===== src/pbhm_pkg.sv =====
package pbhm_pkg;

  localparam int BUS_WIDTH = 8;
  localparam int TICK_WIDTH = 16;
  localparam int IN_TDATA_WIDTH = 24;
  localparam int OUT_TDATA_WIDTH = 24;

  localparam logic [TICK_WIDTH-1:0] TIMEOUT_RESET = 16'd100;
  localparam logic [TICK_WIDTH-1:0] TICK_MAX = '1;

  // Handshake phase codes; the spare code behaves as idle
  localparam logic [1:0] PH_IDLE = 2'd0;
  localparam logic [1:0] PH_ASSERT = 2'd1;
  localparam logic [1:0] PH_CLEAR = 2'd2;

  // Bus operations
  localparam logic [1:0] OP_WR_ADDR = 2'd0;
  localparam logic [1:0] OP_RD_ADDR = 2'd1;
  localparam logic [1:0] OP_WR_DATA = 2'd2;
  localparam logic [1:0] OP_RD_DATA = 2'd3;

  // Status codes
  localparam logic [1:0] ST_OK = 2'd0;
  localparam logic [1:0] ST_ASSERT_TO = 2'd1;
  localparam logic [1:0] ST_CLEAR_TO = 2'd2;

  typedef struct packed {
    logic [BUS_WIDTH-1:0] bus_in;
    logic                 wait_level;
    logic [BUS_WIDTH-1:0] wr_byte;
    logic [1:0]           func;
    logic                 start_req;
  } in_item_t;

  typedef struct packed {
    logic [BUS_WIDTH-1:0] rd_byte;
    logic [1:0]           status;
    logic                 done_res;
    logic                 busy_res;
    logic [BUS_WIDTH-1:0] bus_out;
    logic                 drive_enable;
    logic                 data_strobe;
    logic                 addr_strobe;
    logic                 write_strobe;
  } out_item_t;

  typedef struct packed {
    logic valid;
    logic advance;
  } stage_ctl_t;

  function automatic logic op_is_read(input logic [1:0] op);
    return op[0];
  endfunction

  function automatic logic op_is_addr(input logic [1:0] op);
    return !op[1];
  endfunction

endpackage


===== src/pbhm_in_stage.sv =====
module pbhm_in_stage import pbhm_pkg::*; (
  input  logic                      clk,
  input  logic                      rst,
  input  logic                      s_tvalid,
  output logic                      s_tready,
  input  logic [IN_TDATA_WIDTH-1:0] s_tdata,
  input  logic                      advance,
  output stage_ctl_t                ctl,
  output in_item_t                  item
);

  logic     valid;
  in_item_t item_reg;

  assign s_tready = !valid || advance;
  assign ctl.valid = valid;
  assign ctl.advance = advance;
  assign item = item_reg;

  always_ff @(posedge clk) begin
    if (rst) begin
      valid <= 1'b0;
    end else if (s_tready) begin
      valid <= s_tvalid;
    end
  end

  // Load the word on accept; hold otherwise
  always_ff @(posedge clk) begin
    if (s_tvalid && s_tready) begin
      item_reg <= in_item_t'(s_tdata[$bits(in_item_t)-1:0]);
    end
  end

endmodule


===== src/pbhm_core.sv =====
module pbhm_core import pbhm_pkg::*; (
  input  logic                  clk,
  input  logic                  rst,
  input  logic                  cfg_we,
  input  logic [TICK_WIDTH-1:0] cfg_data,
  input  stage_ctl_t            ctl,
  input  in_item_t              item,
  output out_item_t             result
);

  logic [TICK_WIDTH-1:0] timeout_ticks;
  logic [1:0]            phase, phase_next;
  logic [1:0]            op_held, op_held_next;
  logic [BUS_WIDTH-1:0]  byte_held, byte_held_next;
  logic [TICK_WIDTH-1:0] tick_count, tick_count_next;
  logic                  port_is_input, port_is_input_next;
  logic [1:0]            error_held, error_held_next;
  logic [BUS_WIDTH-1:0]  read_value, read_value_next;

  logic [TICK_WIDTH-1:0] limit;
  logic [TICK_WIDTH-1:0] tick_inc;
  logic                  expired;
  logic                  done;
  logic                  in_assert;

  assign limit = (timeout_ticks == '0) ? TICK_WIDTH'(1) : timeout_ticks;
  assign tick_inc = (tick_count < TICK_MAX) ? tick_count + TICK_WIDTH'(1) : tick_count;
  assign expired = tick_inc >= limit;

  always_comb begin
    phase_next = phase;
    op_held_next = op_held;
    byte_held_next = byte_held;
    tick_count_next = tick_count;
    port_is_input_next = port_is_input;
    error_held_next = error_held;
    read_value_next = read_value;
    done = 1'b0;
    unique case (phase)
      PH_ASSERT: begin
        if (item.wait_level) begin
          if (op_is_read(op_held)) begin
            read_value_next = item.bus_in;
          end
          phase_next = PH_CLEAR;
          tick_count_next = '0;
        end else begin
          tick_count_next = tick_inc;
          if (expired) begin
            error_held_next = ST_ASSERT_TO;
            tick_count_next = '0;
            if (op_held == OP_RD_DATA) begin
              phase_next = PH_IDLE;
              done = 1'b1;
            end else begin
              if (op_held == OP_RD_ADDR) begin
                read_value_next = item.bus_in;
              end
              phase_next = PH_CLEAR;
            end
          end
        end
      end
      PH_CLEAR: begin
        if (!item.wait_level) begin
          phase_next = PH_IDLE;
          done = 1'b1;
        end else begin
          tick_count_next = tick_inc;
          if (expired) begin
            error_held_next = ST_CLEAR_TO;
            phase_next = PH_IDLE;
            done = 1'b1;
          end
        end
      end
      default: begin
        phase_next = PH_IDLE;
        if (item.start_req) begin
          op_held_next = item.func;
          byte_held_next = op_is_read(item.func) ? '0 : item.wr_byte;
          port_is_input_next = op_is_read(item.func);
          error_held_next = ST_OK;
          tick_count_next = '0;
          phase_next = PH_ASSERT;
        end
      end
    endcase
  end

  assign in_assert = (phase_next == PH_ASSERT);

  always_comb begin
    result.write_strobe = in_assert && !op_is_read(op_held_next);
    result.addr_strobe = in_assert && op_is_addr(op_held_next);
    result.data_strobe = in_assert && !op_is_addr(op_held_next);
    result.drive_enable = !port_is_input_next;
    result.bus_out = result.write_strobe ? byte_held_next : '0;
    result.busy_res = (phase_next != PH_IDLE);
    result.done_res = done;
    result.status = error_held_next;
    result.rd_byte = read_value_next;
  end

  always_ff @(posedge clk) begin
    if (rst) begin
      timeout_ticks <= TIMEOUT_RESET;
    end else if (cfg_we) begin
      timeout_ticks <= cfg_data;
    end
  end

  // Advance the handshake by one tick per consumed word
  always_ff @(posedge clk) begin
    if (rst) begin
      phase <= PH_IDLE;
      op_held <= OP_WR_ADDR;
      byte_held <= '0;
      tick_count <= '0;
      port_is_input <= 1'b0;
      error_held <= ST_OK;
      read_value <= '0;
    end else if (ctl.valid && ctl.advance) begin
      phase <= phase_next;
      op_held <= op_held_next;
      byte_held <= byte_held_next;
      tick_count <= tick_count_next;
      port_is_input <= port_is_input_next;
      error_held <= error_held_next;
      read_value <= read_value_next;
    end
  end

endmodule


===== src/pbhm_out_stage.sv =====
module pbhm_out_stage import pbhm_pkg::*; (
  input  logic                       clk,
  input  logic                       rst,
  input  stage_ctl_t                 ctl,
  input  out_item_t                  result,
  output logic                       m_tvalid,
  input  logic                       m_tready,
  output logic [OUT_TDATA_WIDTH-1:0] m_tdata,
  output logic                       advance
);

  out_item_t result_reg;

  // Take a new result whenever the register is empty or being drained
  assign advance = !m_tvalid || m_tready;
  assign m_tdata = OUT_TDATA_WIDTH'(result_reg);

  always_ff @(posedge clk) begin
    if (rst) begin
      m_tvalid <= 1'b0;
    end else if (advance) begin
      m_tvalid <= ctl.valid;
    end
  end

  always_ff @(posedge clk) begin
    if (ctl.valid && advance) begin
      result_reg <= result;
    end
  end

endmodule


===== src/parallel_bus_handshake_master.sv =====
// Channel   Direction  Payload (tdata, lowest bit first)
// s_*       in         start_req, func[2], wr_byte[8], wait_level, bus_in[8]  (24 bits)
// m_*       out        write_strobe, addr_strobe, data_strobe, drive_enable,
//                      bus_out[8], busy_res, done_res, status[2], rd_byte[8]  (24 bits)
// cfg_*     in         timeout_ticks[16], always ready
//
// One input word is one bus tick; a word can be accepted every cycle while
// the m_* side is not stalled. Each word passes the input register, then the
// handshake step into the result register, to give its matching m_* word.
// Reset (rst, synchronous) empties both registers, idles the handshake and
// sets timeout_ticks to 100. A stalled m_tready holds the result register,
// which in turn holds the input register and drops s_tready once it is full.
module parallel_bus_handshake_master import pbhm_pkg::*; (
  input  logic                       clk,
  input  logic                       rst,
  input  logic                       s_tvalid,
  output logic                       s_tready,
  // start_req[0], func[2:1], wr_byte[10:3], wait_level[11], bus_in[19:12], zero pad
  input  logic [IN_TDATA_WIDTH-1:0]  s_tdata,
  output logic                       m_tvalid,
  input  logic                       m_tready,
  // write_strobe[0], addr_strobe[1], data_strobe[2], drive_enable[3],
  // bus_out[11:4], busy_res[12], done_res[13], status[15:14], rd_byte[23:16]
  output logic [OUT_TDATA_WIDTH-1:0] m_tdata,
  input  logic                       cfg_valid,
  output logic                       cfg_ready,
  input  logic [TICK_WIDTH-1:0]      cfg_data
);

  stage_ctl_t ctl;
  in_item_t   item;
  out_item_t  result;
  logic       advance;

  // Register writes are taken at any time
  assign cfg_ready = 1'b1;

  pbhm_in_stage u_in (
    .clk      (clk),
    .rst      (rst),
    .s_tvalid (s_tvalid),
    .s_tready (s_tready),
    .s_tdata  (s_tdata),
    .advance  (advance),
    .ctl      (ctl),
    .item     (item)
  );

  // Step the strobe/wait handshake once per word
  pbhm_core u_core (
    .clk      (clk),
    .rst      (rst),
    .cfg_we   (cfg_valid && cfg_ready),
    .cfg_data (cfg_data),
    .ctl      (ctl),
    .item     (item),
    .result   (result)
  );

  pbhm_out_stage u_out (
    .clk      (clk),
    .rst      (rst),
    .ctl      (ctl),
    .result   (result),
    .m_tvalid (m_tvalid),
    .m_tready (m_tready),
    .m_tdata  (m_tdata),
    .advance  (advance)
  );

endmodule

===== config.mk =====
export PLATFORM = sky130hd
export DESIGN_NAME = parallel_bus_handshake_master
export DESIGN_NICKNAME = d
export VERILOG_FILES = /design/src/pbhm_pkg.sv /design/src/pbhm_in_stage.sv /design/src/pbhm_core.sv /design/src/pbhm_out_stage.sv /design/src/parallel_bus_handshake_master.sv
export SDC_FILE = /design/constraint.sdc
export NUM_CORES = 1
export LEC_CHECK = 0
export ABC_AREA = 0
export BUFFER_PORTS_ARGS = -buffer_cell sky130_fd_sc_hd__buf_2
export CORE_UTILIZATION = 30
export DETAILED_ROUTE_END_ITERATION = 16
export MAX_ROUTING_LAYER = met4
export SKIP_LAST_GASP = 1
export SLEW_MARGIN = 20
export SYNTH_ARGS = -nofsm -noshare
export SYNTH_HDL_FRONTEND = slang
export SYNTH_SLANG_ARGS = --single-unit

===== constraint.sdc =====
create_clock -name clk -period 9.6 [get_ports clk]
set_input_delay 2.88 -clock clk [delete_from_list [all_inputs] [get_ports clk]]
set_output_delay 2.88 -clock clk [all_outputs]
set_load 0.01 [all_outputs]

==> results list, run 1 <==
- Pin placement for this block handled 72 I/O pins.
- Leading cell type in the layout, fill and taps excluded: sky130_fd_sc_hd__nand2_1
- Yosys reg bits: between 100 and 150
- The Yosys step of the flow raised 0 warnings.
- The worst pin sits at a relative slew slack of between 30% and 40%.
* Crit end category: output pin
- Outcome: finished clean
* Number of slew-limit violations in the final report: 0
- After the last flow step, the layout net total stands at ~620.
* Area fraction of the dominant cell type after synthesis: approximately a quarter
* Post-Synthesis Cell Area: roughly 0.0050 mm^2
- Entering global routing, the biggest net connects 35 pins.
- Synthesized area per cell: 9.99 um^2
* Vias per cell: slightly below 5
* Total die area: roughly 0.017 mm^2
- Area growth from synthesis to final layout: 16.8%
- Worst VDD drop: 0.000128 V
* Top fanout value on the critical path: 4
- In this run the most critical hold path is launched from u_core.byte_held[5].
- Summed over all layers, the routed wires come to approximately 11 mm.
- Most frequent cells in the layout: 70 x sky130_fd_sc_hd__nand2_1, 66 x sky130_fd_sc_hd__buf_2, 57 x sky130_fd_sc_hd__dfxtp_1
- The worst register-to-register path begins at u_core.tick_count[13].
- Proportion of synthesized chip area in sequential cells: 48.9%
- Number of global-route vias before repair: about 4000
* Most area-hungry cell type in the Yosys netlist: sky130_fd_sc_hd__edfxtp_1
- The number of nets in the synthesized netlist is ~570.
* Number of DRC violations after detailed routing: 0
- CTS resizes: 0
- Setup Crit Path Kind: primary input to output pin
- Maximum root-to-sink buffer count: 2
- Among all flip-flop cells after synthesis, the most frequent one is sky130_fd_sc_hd__dfxtp_1.
* Router iterations before antenna repair: 4
* Number of enable flip-flop cells after synthesis: 44
* Hold buffers post-CTS: 0
- In the final routed layout, each cell accounts on average for approximately 14 um.
* Setup slack, reg-to-reg: around 5 ns
- Number of stages on the worst hold path: 2
- In this run the worst hold path is classified as register to register.
* Required time of the critical path: approximately 6.7 ns
- The detail route stage leaves a number of antenna-violating nets equal to 0.
* Fin Hold WS: ~0.46 ns
* Endpoint of the worst hold-timing path: u_core.byte_held[5]
- Row generation in the floorplan step produced 47 rows.
- At the later pin of the worst-skew pair, clock insertion delay measures between 0.3 and 0.4 ns.
* Maximum Capacitance Violations: 0
- Across every metal layer, demand over resource in global routing totals 14.0%.
- Fraction of final layout cells with drive strength greater than 1: between 10% and 20%
- Sinks on Clock Net: between 100 and 150
- The die is 132 um wide.
- Data on the critical path arrives at its endpoint at between 3 and 4 ns.
* Post-CTS setup buffer count: 0
- STA classifies the critical path startpoint as a primary input.
- First-pass GRT wire length: about 19 mm
- Final-report setup violation count: 0
- Across all layers, the routed design uses 3892 vias.
* Detailed-placement wirelength estimate: approximately 8.3 mm
- The congestion estimate from routability-driven global placement came to between 0.8 and 0.9.
* Total leakage power: around 2.3 nW
- Post-route fraction of the period consumed by the critical path: 65.4%
* Initial antenna violation count: 0
- Measured in cells, the most critical reg-to-reg path has a length of 12.
- The cell count after synthesis came out at 504.
- Clock transition at the registers of the reported paths: ~0.080 ns
- The worst register-to-register path ends at u_out.m_tdata[1].
- The number of antenna diodes in the final layout is 0.
* Final critical delay including setup and external delays: 6.28 ns
* Transition time at the pin with the least slew margin: 0.964 ns
- Buffers placed on the I/O ports in this run total between 60 and 70.
- Based on the critical path, the design can be clocked at up to between 150 and 200 MHz.
* Violation count after the first detailed-routing iteration: between 200 and 300
- Initial core utilization: between 30% and 40%
- The final-report hold violation count was 0.
- Num CTS Buffers: 9
- Setup repair after global routing left no endpoint under its margin.
- Async S/R FF share, synth: 0%
- TritonCTS built the clock tree.
* Vertical die dimension: between 100 and 150 um
- Worst clock skew: ~0.012 ns
* Aggregate global routing overflow: 0
- The region available for standard cell placement spans about 0.016 mm^2.
- Yosys mapped the design onto 72 distinct sky130hd cell types.
- Total Neg Setup Slack: 0 ns
* Flip-flop count of the largest register after layout: 24
* Largest cells by area after synthesis: sky130_fd_sc_hd__edfxtp_1 26%, sky130_fd_sc_hd__dfxtp_1 23%, sky130_fd_sc_hd__nand2_1 5.2%, sky130_fd_sc_hd__ha_1 4.7%, sky130_fd_sc_hd__mux2i_1 4.4%
- Clock root cell: sky130_fd_sc_hd__clkbuf_16
* Power density relative to cell area: 161 mW/mm^2
- Number of levels the H-tree was split into: 3
-- logic make-up after synthesis --
family	count (synthesis)	share of synthesized area, %
AOI/OAI and AO/OA	103	15.3
other	1	0.0744
and+or+nand+nor	194	18.9
muxes	32	7.20
adders and majority gates	19	4.72
xor gates and xnor gates	5	0.870
DFF	101	48.9
buffers and inverters	49	4.07
-- layer usage --
metal  up-vias  wire length [um]  track usage [%]
met2        84              5490             23.5
met4         0               286             7.11
li1       1941                 -                -
met1      1847              5030             16.0
met3        20               445             2.78
met5         -                 0                -
-- report_power, final --
group | leakage, nW | switching (mW) | internal, mW | total (mW)
Sequential | 0.889 | 0.0105 | 0.466 | 0.476
Combinational | 1.30 | 0.0491 | 0.0302 | 0.0793
Clock | 0.159 | 0.179 | 0.211 | 0.390
Total | 2.35 | 0.239 | 0.707 | 0.946
-- layout make-up --
cell class,instances,area [um^2]
timing repair buffer,69,353
clock buffer,9,225
clock inverter,7,103
fill,1672,10600
inverter,25,93.8
sequential,101,2460
tap,220,275
multi-input combinational,354,2370
-- worst max-delay path: stages --
cell                      delay (ns)
sky130_fd_sc_hd__buf_2          0.09
sky130_fd_sc_hd__nor2b_1        0.20
sky130_fd_sc_hd__nand2_1        0.09
sky130_fd_sc_hd__buf_2          0.14
-- cell usage after synthesis (8+ instances only) --
master,n
sky130_fd_sc_hd__nand3_1,9
sky130_fd_sc_hd__nor3_1,8
sky130_fd_sc_hd__dfxtp_1,57
sky130_fd_sc_hd__nor2_1,43
sky130_fd_sc_hd__nand2_1,70
sky130_fd_sc_hd__o21ai_0,10
sky130_fd_sc_hd__nor3b_1,8
sky130_fd_sc_hd__mux2_4,8
sky130_fd_sc_hd__mux2i_1,22
sky130_fd_sc_hd__ha_1,19
sky130_fd_sc_hd__o211ai_1,8
sky130_fd_sc_hd__a21oi_1,27
sky130_fd_sc_hd__clkbuf_1,17
sky130_fd_sc_hd__edfxtp_1,44
sky130_fd_sc_hd__inv_1,24
sky130_fd_sc_hd__nor2b_1,11
-- how the worst max path moves through the flow --
stage,start,endpoint,slack [ns],cells after the start
5_1_grt,m_tready,s_tready,3.28,4
6_report,m_tready,s_tready,3.32,4
3_3_place_gp,m_tready,s_tready,3.30,4
4_1_cts,m_tready,s_tready,3.32,4
3_5_place_dp,m_tready,s_tready,3.32,4
2_1_floorplan,m_tready,s_tready,3.54,2
-- per-stage QoR --
stage	total power [mW]	cells	util [%]	cell area (um^2)	setup WS (ns)
final	0.946	785	35.7	5880	3.32
after global routing	0.983	785	35.7	5880	3.28
after CTS	0.957	785	35.7	5880	3.32
after detailed placement	0.566	769	33.7	5550	3.32
after global placement	0.563	769	33.7	5550	3.30
after floorplan	0.538	504	-	5040	3.54
Note: power is estimated with default switching activity, not from simulation.
==> run 2, diff against run 1 <==
==> constraint.sdc (replaced) <==
create_clock -name clk -period 5.93 [get_ports clk]
set_input_delay 1.779 -clock clk [delete_from_list [all_inputs] [get_ports clk]]
set_output_delay 1.779 -clock clk [all_outputs]
set_load 0.01 [all_outputs]
==> results list, run 2 (synthesis gave the netlist of run 1 again) <==
* Total die area: roughly 0.017 mm^2
- Detailed-route wire length: about 11 mm
- For this design the static power due to leakage is roughly 2.3 nW.
- Counting along the longest clock path gives a buffer depth of 2.
- The worst setup path is captured at a register.
- The initial antenna violation count came to 0.
- For the worst setup path, the data required time is 6.04 ns.
- Setup slack on the worst reg-to-reg path comes out at between 1 and 1.5 ns.
- In the final design database the tool counted between 600 and 700 nets.
- After detailed routing, the number of remaining DRC violations is 0.
* Largest net degree at the start of global routing: 35
* Fill count: 1639
- Vertical die dimension: ~130 um
* Core occupancy in the finished layout: between 30% and 40%
- Area growth from synthesis to final layout: 16.5%
- Fmax: between 200 and 250 MHz
- Max-slew headroom at the worst pin: 30.0%
- Post-CTS timing repair inserted 0 buffers for setup.
* Ant diodes: 0
- The worst-case IR drop observed on VDD is 0.000158 V.
* Worst clock skew: around 0.010 ns
- Hold buffers post-CTS: 0
- In this design, the critical path's most frequently occurring cell is sky130_fd_sc_hd__nor3_1.
* Boundary Pins: 72
- Top fanout value on the critical path: 11
- Row count: 47
- The critical path is of the register to register type.
* CTS resizes: 0
- In this run, CTS created clock tree buffers numbering 9.
- Once detail routing completed, the nets flagged for antenna violations numbered 0.
- First-pass GRT wire length: 18.3 mm
* # port buffers: between 60 and 70
- The congestion estimate from routability-driven global placement came to approximately 0.83.
* Clock root cell: sky130_fd_sc_hd__clkbuf_16
- The flow ran to the end, and the final reports show no timing, DRC or antenna violations.
- For this run, the detailed router's first-pass iteration total came to 4.
- Flip-flop count of the largest register after layout: 24
* Vias per cell: approximately 5.0
* Total Neg Setup Slack: 0 ns
- Number of slew-limit violations in the final report: 0
- Final-report setup violation count: 0
* Aggregate global routing overflow: 0
- The final route contains between 3000 and 4000 vias.
- In this run the worst hold path is classified as register to register.
- Post-route fraction of the period consumed by the critical path: 78.6%
- The number of global-route vias before repair came to 3793.
* Delay of the slowest cell on the worst path: between 0.8 and 0.9 ns
- Max-cap violations in this run came to 0.
- Global-route usage over all layers: ~14%
* Critical-path cell list: nand3_1 -> or3_1 -> o31ai_2 -> nor3_1 -> or2_2 -> ha_1 -> a21oi_1 -> nor3_1 -> nor4_2 -> nand3_2 -> o2111ai_1 -> and3b_1
- Most frequent cells in the layout: 70 x sky130_fd_sc_hd__nand2_1, 66 x sky130_fd_sc_hd__buf_2, 57 x sky130_fd_sc_hd__dfxtp_1
* Sinks on Clock Net: just over 100
- Cell with the biggest individual delay on the critical path: sky130_fd_sc_hd__o2111ai_1
- Clock latency at the later pin of the worst-skew pair: 0.35 ns
- Once the floorplan was initialized, standard cells occupied 30.6% of the core.
- Placeable core region: 0.0165 mm^2
* Power density relative to cell area: between 200 and 300 mW/mm^2
- Fraction of final layout cells with drive strength greater than 1: between 10% and 20%
- Counting I/O delays and the setup requirement, the final critical path takes 4.66 ns.
- Chip width: 132 um
* Clock transition at the registers of the reported paths: 0.08 ns
* Detailed-placement wirelength estimate: between 8 and 9 mm
- Number of levels the H-tree was split into: 3
- Unrepaired setup endpoints after global routing: false
- Fin. Hold Viols: 0
- Average detailed-routed wire length per instance: roughly 14 um
- At the pin with the least slew margin, the transition time is about 1.0 ns.
* Launching element type of the critical path: register
- For this block, the initial DRC count from the detailed router was between 200 and 300.
* Total power of the final layout: 1.50 mW
- TritonCTS clock tree: built
- For the worst setup path, the data arrival time is around 4.8 ns.
* Leading cell type in the layout, fill and taps excluded: sky130_fd_sc_hd__nand2_1
-- run 2: metal layers --
metal	vias up	global-route usage [%]	wire length, um	share of wire [%]
met5	-	-	0	0
met4	0	4.39	55	0.50
met3	4	3.28	384	3.5
met2	84	22.6	5530	50
met1	1856	16.3	5080	46
li1	1946	-	-	-
-- run 2: final timing paths --
kind	startpoint	endpoint	depth (start not counted)
hold reg to reg	u_core.byte_held[7]	u_core.byte_held[7]	2
hold / removal	u_core.byte_held[7]	u_core.byte_held[7]	2
setup reg to reg	u_core.tick_count[13]	u_out.m_tdata[1]	12
setup / recovery	u_core.tick_count[13]	u_out.m_tdata[1]	12
-- run 2: layout make-up --
class / count / area (um^2) / area share [%]
clock inverters: 7 / 91.3 / 1.56
multi-input cells: 354 / 2370 / 40.4
repair buffers: 69 / 353 / 6.01
flip-flops and latches: 101 / 2460 / 41.9
well taps: 220 / 275 / 4.69
clock buffers: 9 / 225 / 3.84
inverters: 25 / 93.8 / 1.60
-- run 2: per-stage QoR --
stage | setup WS, ns | instances | cell area [um^2] | hold slack (ns)
global route | 0.904 | 785 | 5870 | 0.466
finish | 1.27 | 785 | 5870 | 0.455
CTS | 1.25 | 785 | 5870 | 0.456
floorplan | 1.91 | 504 | 5040 | 0.432
global placement | 1.27 | 769 | 5550 | 0.436
detailed placement | 1.18 | 769 | 5550 | 0.443
-- run 2: worst max-delay path: cells and delay by family (launching register included) --
kind	cells	cell delay, ns
AOI/OAI and AO/OA	3	1.45
adders and majority gates	1	0.32
DFF	1	0.44
and+or+nand+nor	8	2.21
-- run 2: power by group --
part	switching (mW)	internal [mW]
sequential	0.0171	0.754
combinational	0.0789	0.0492
clock	0.294	0.303
total	0.390	1.11
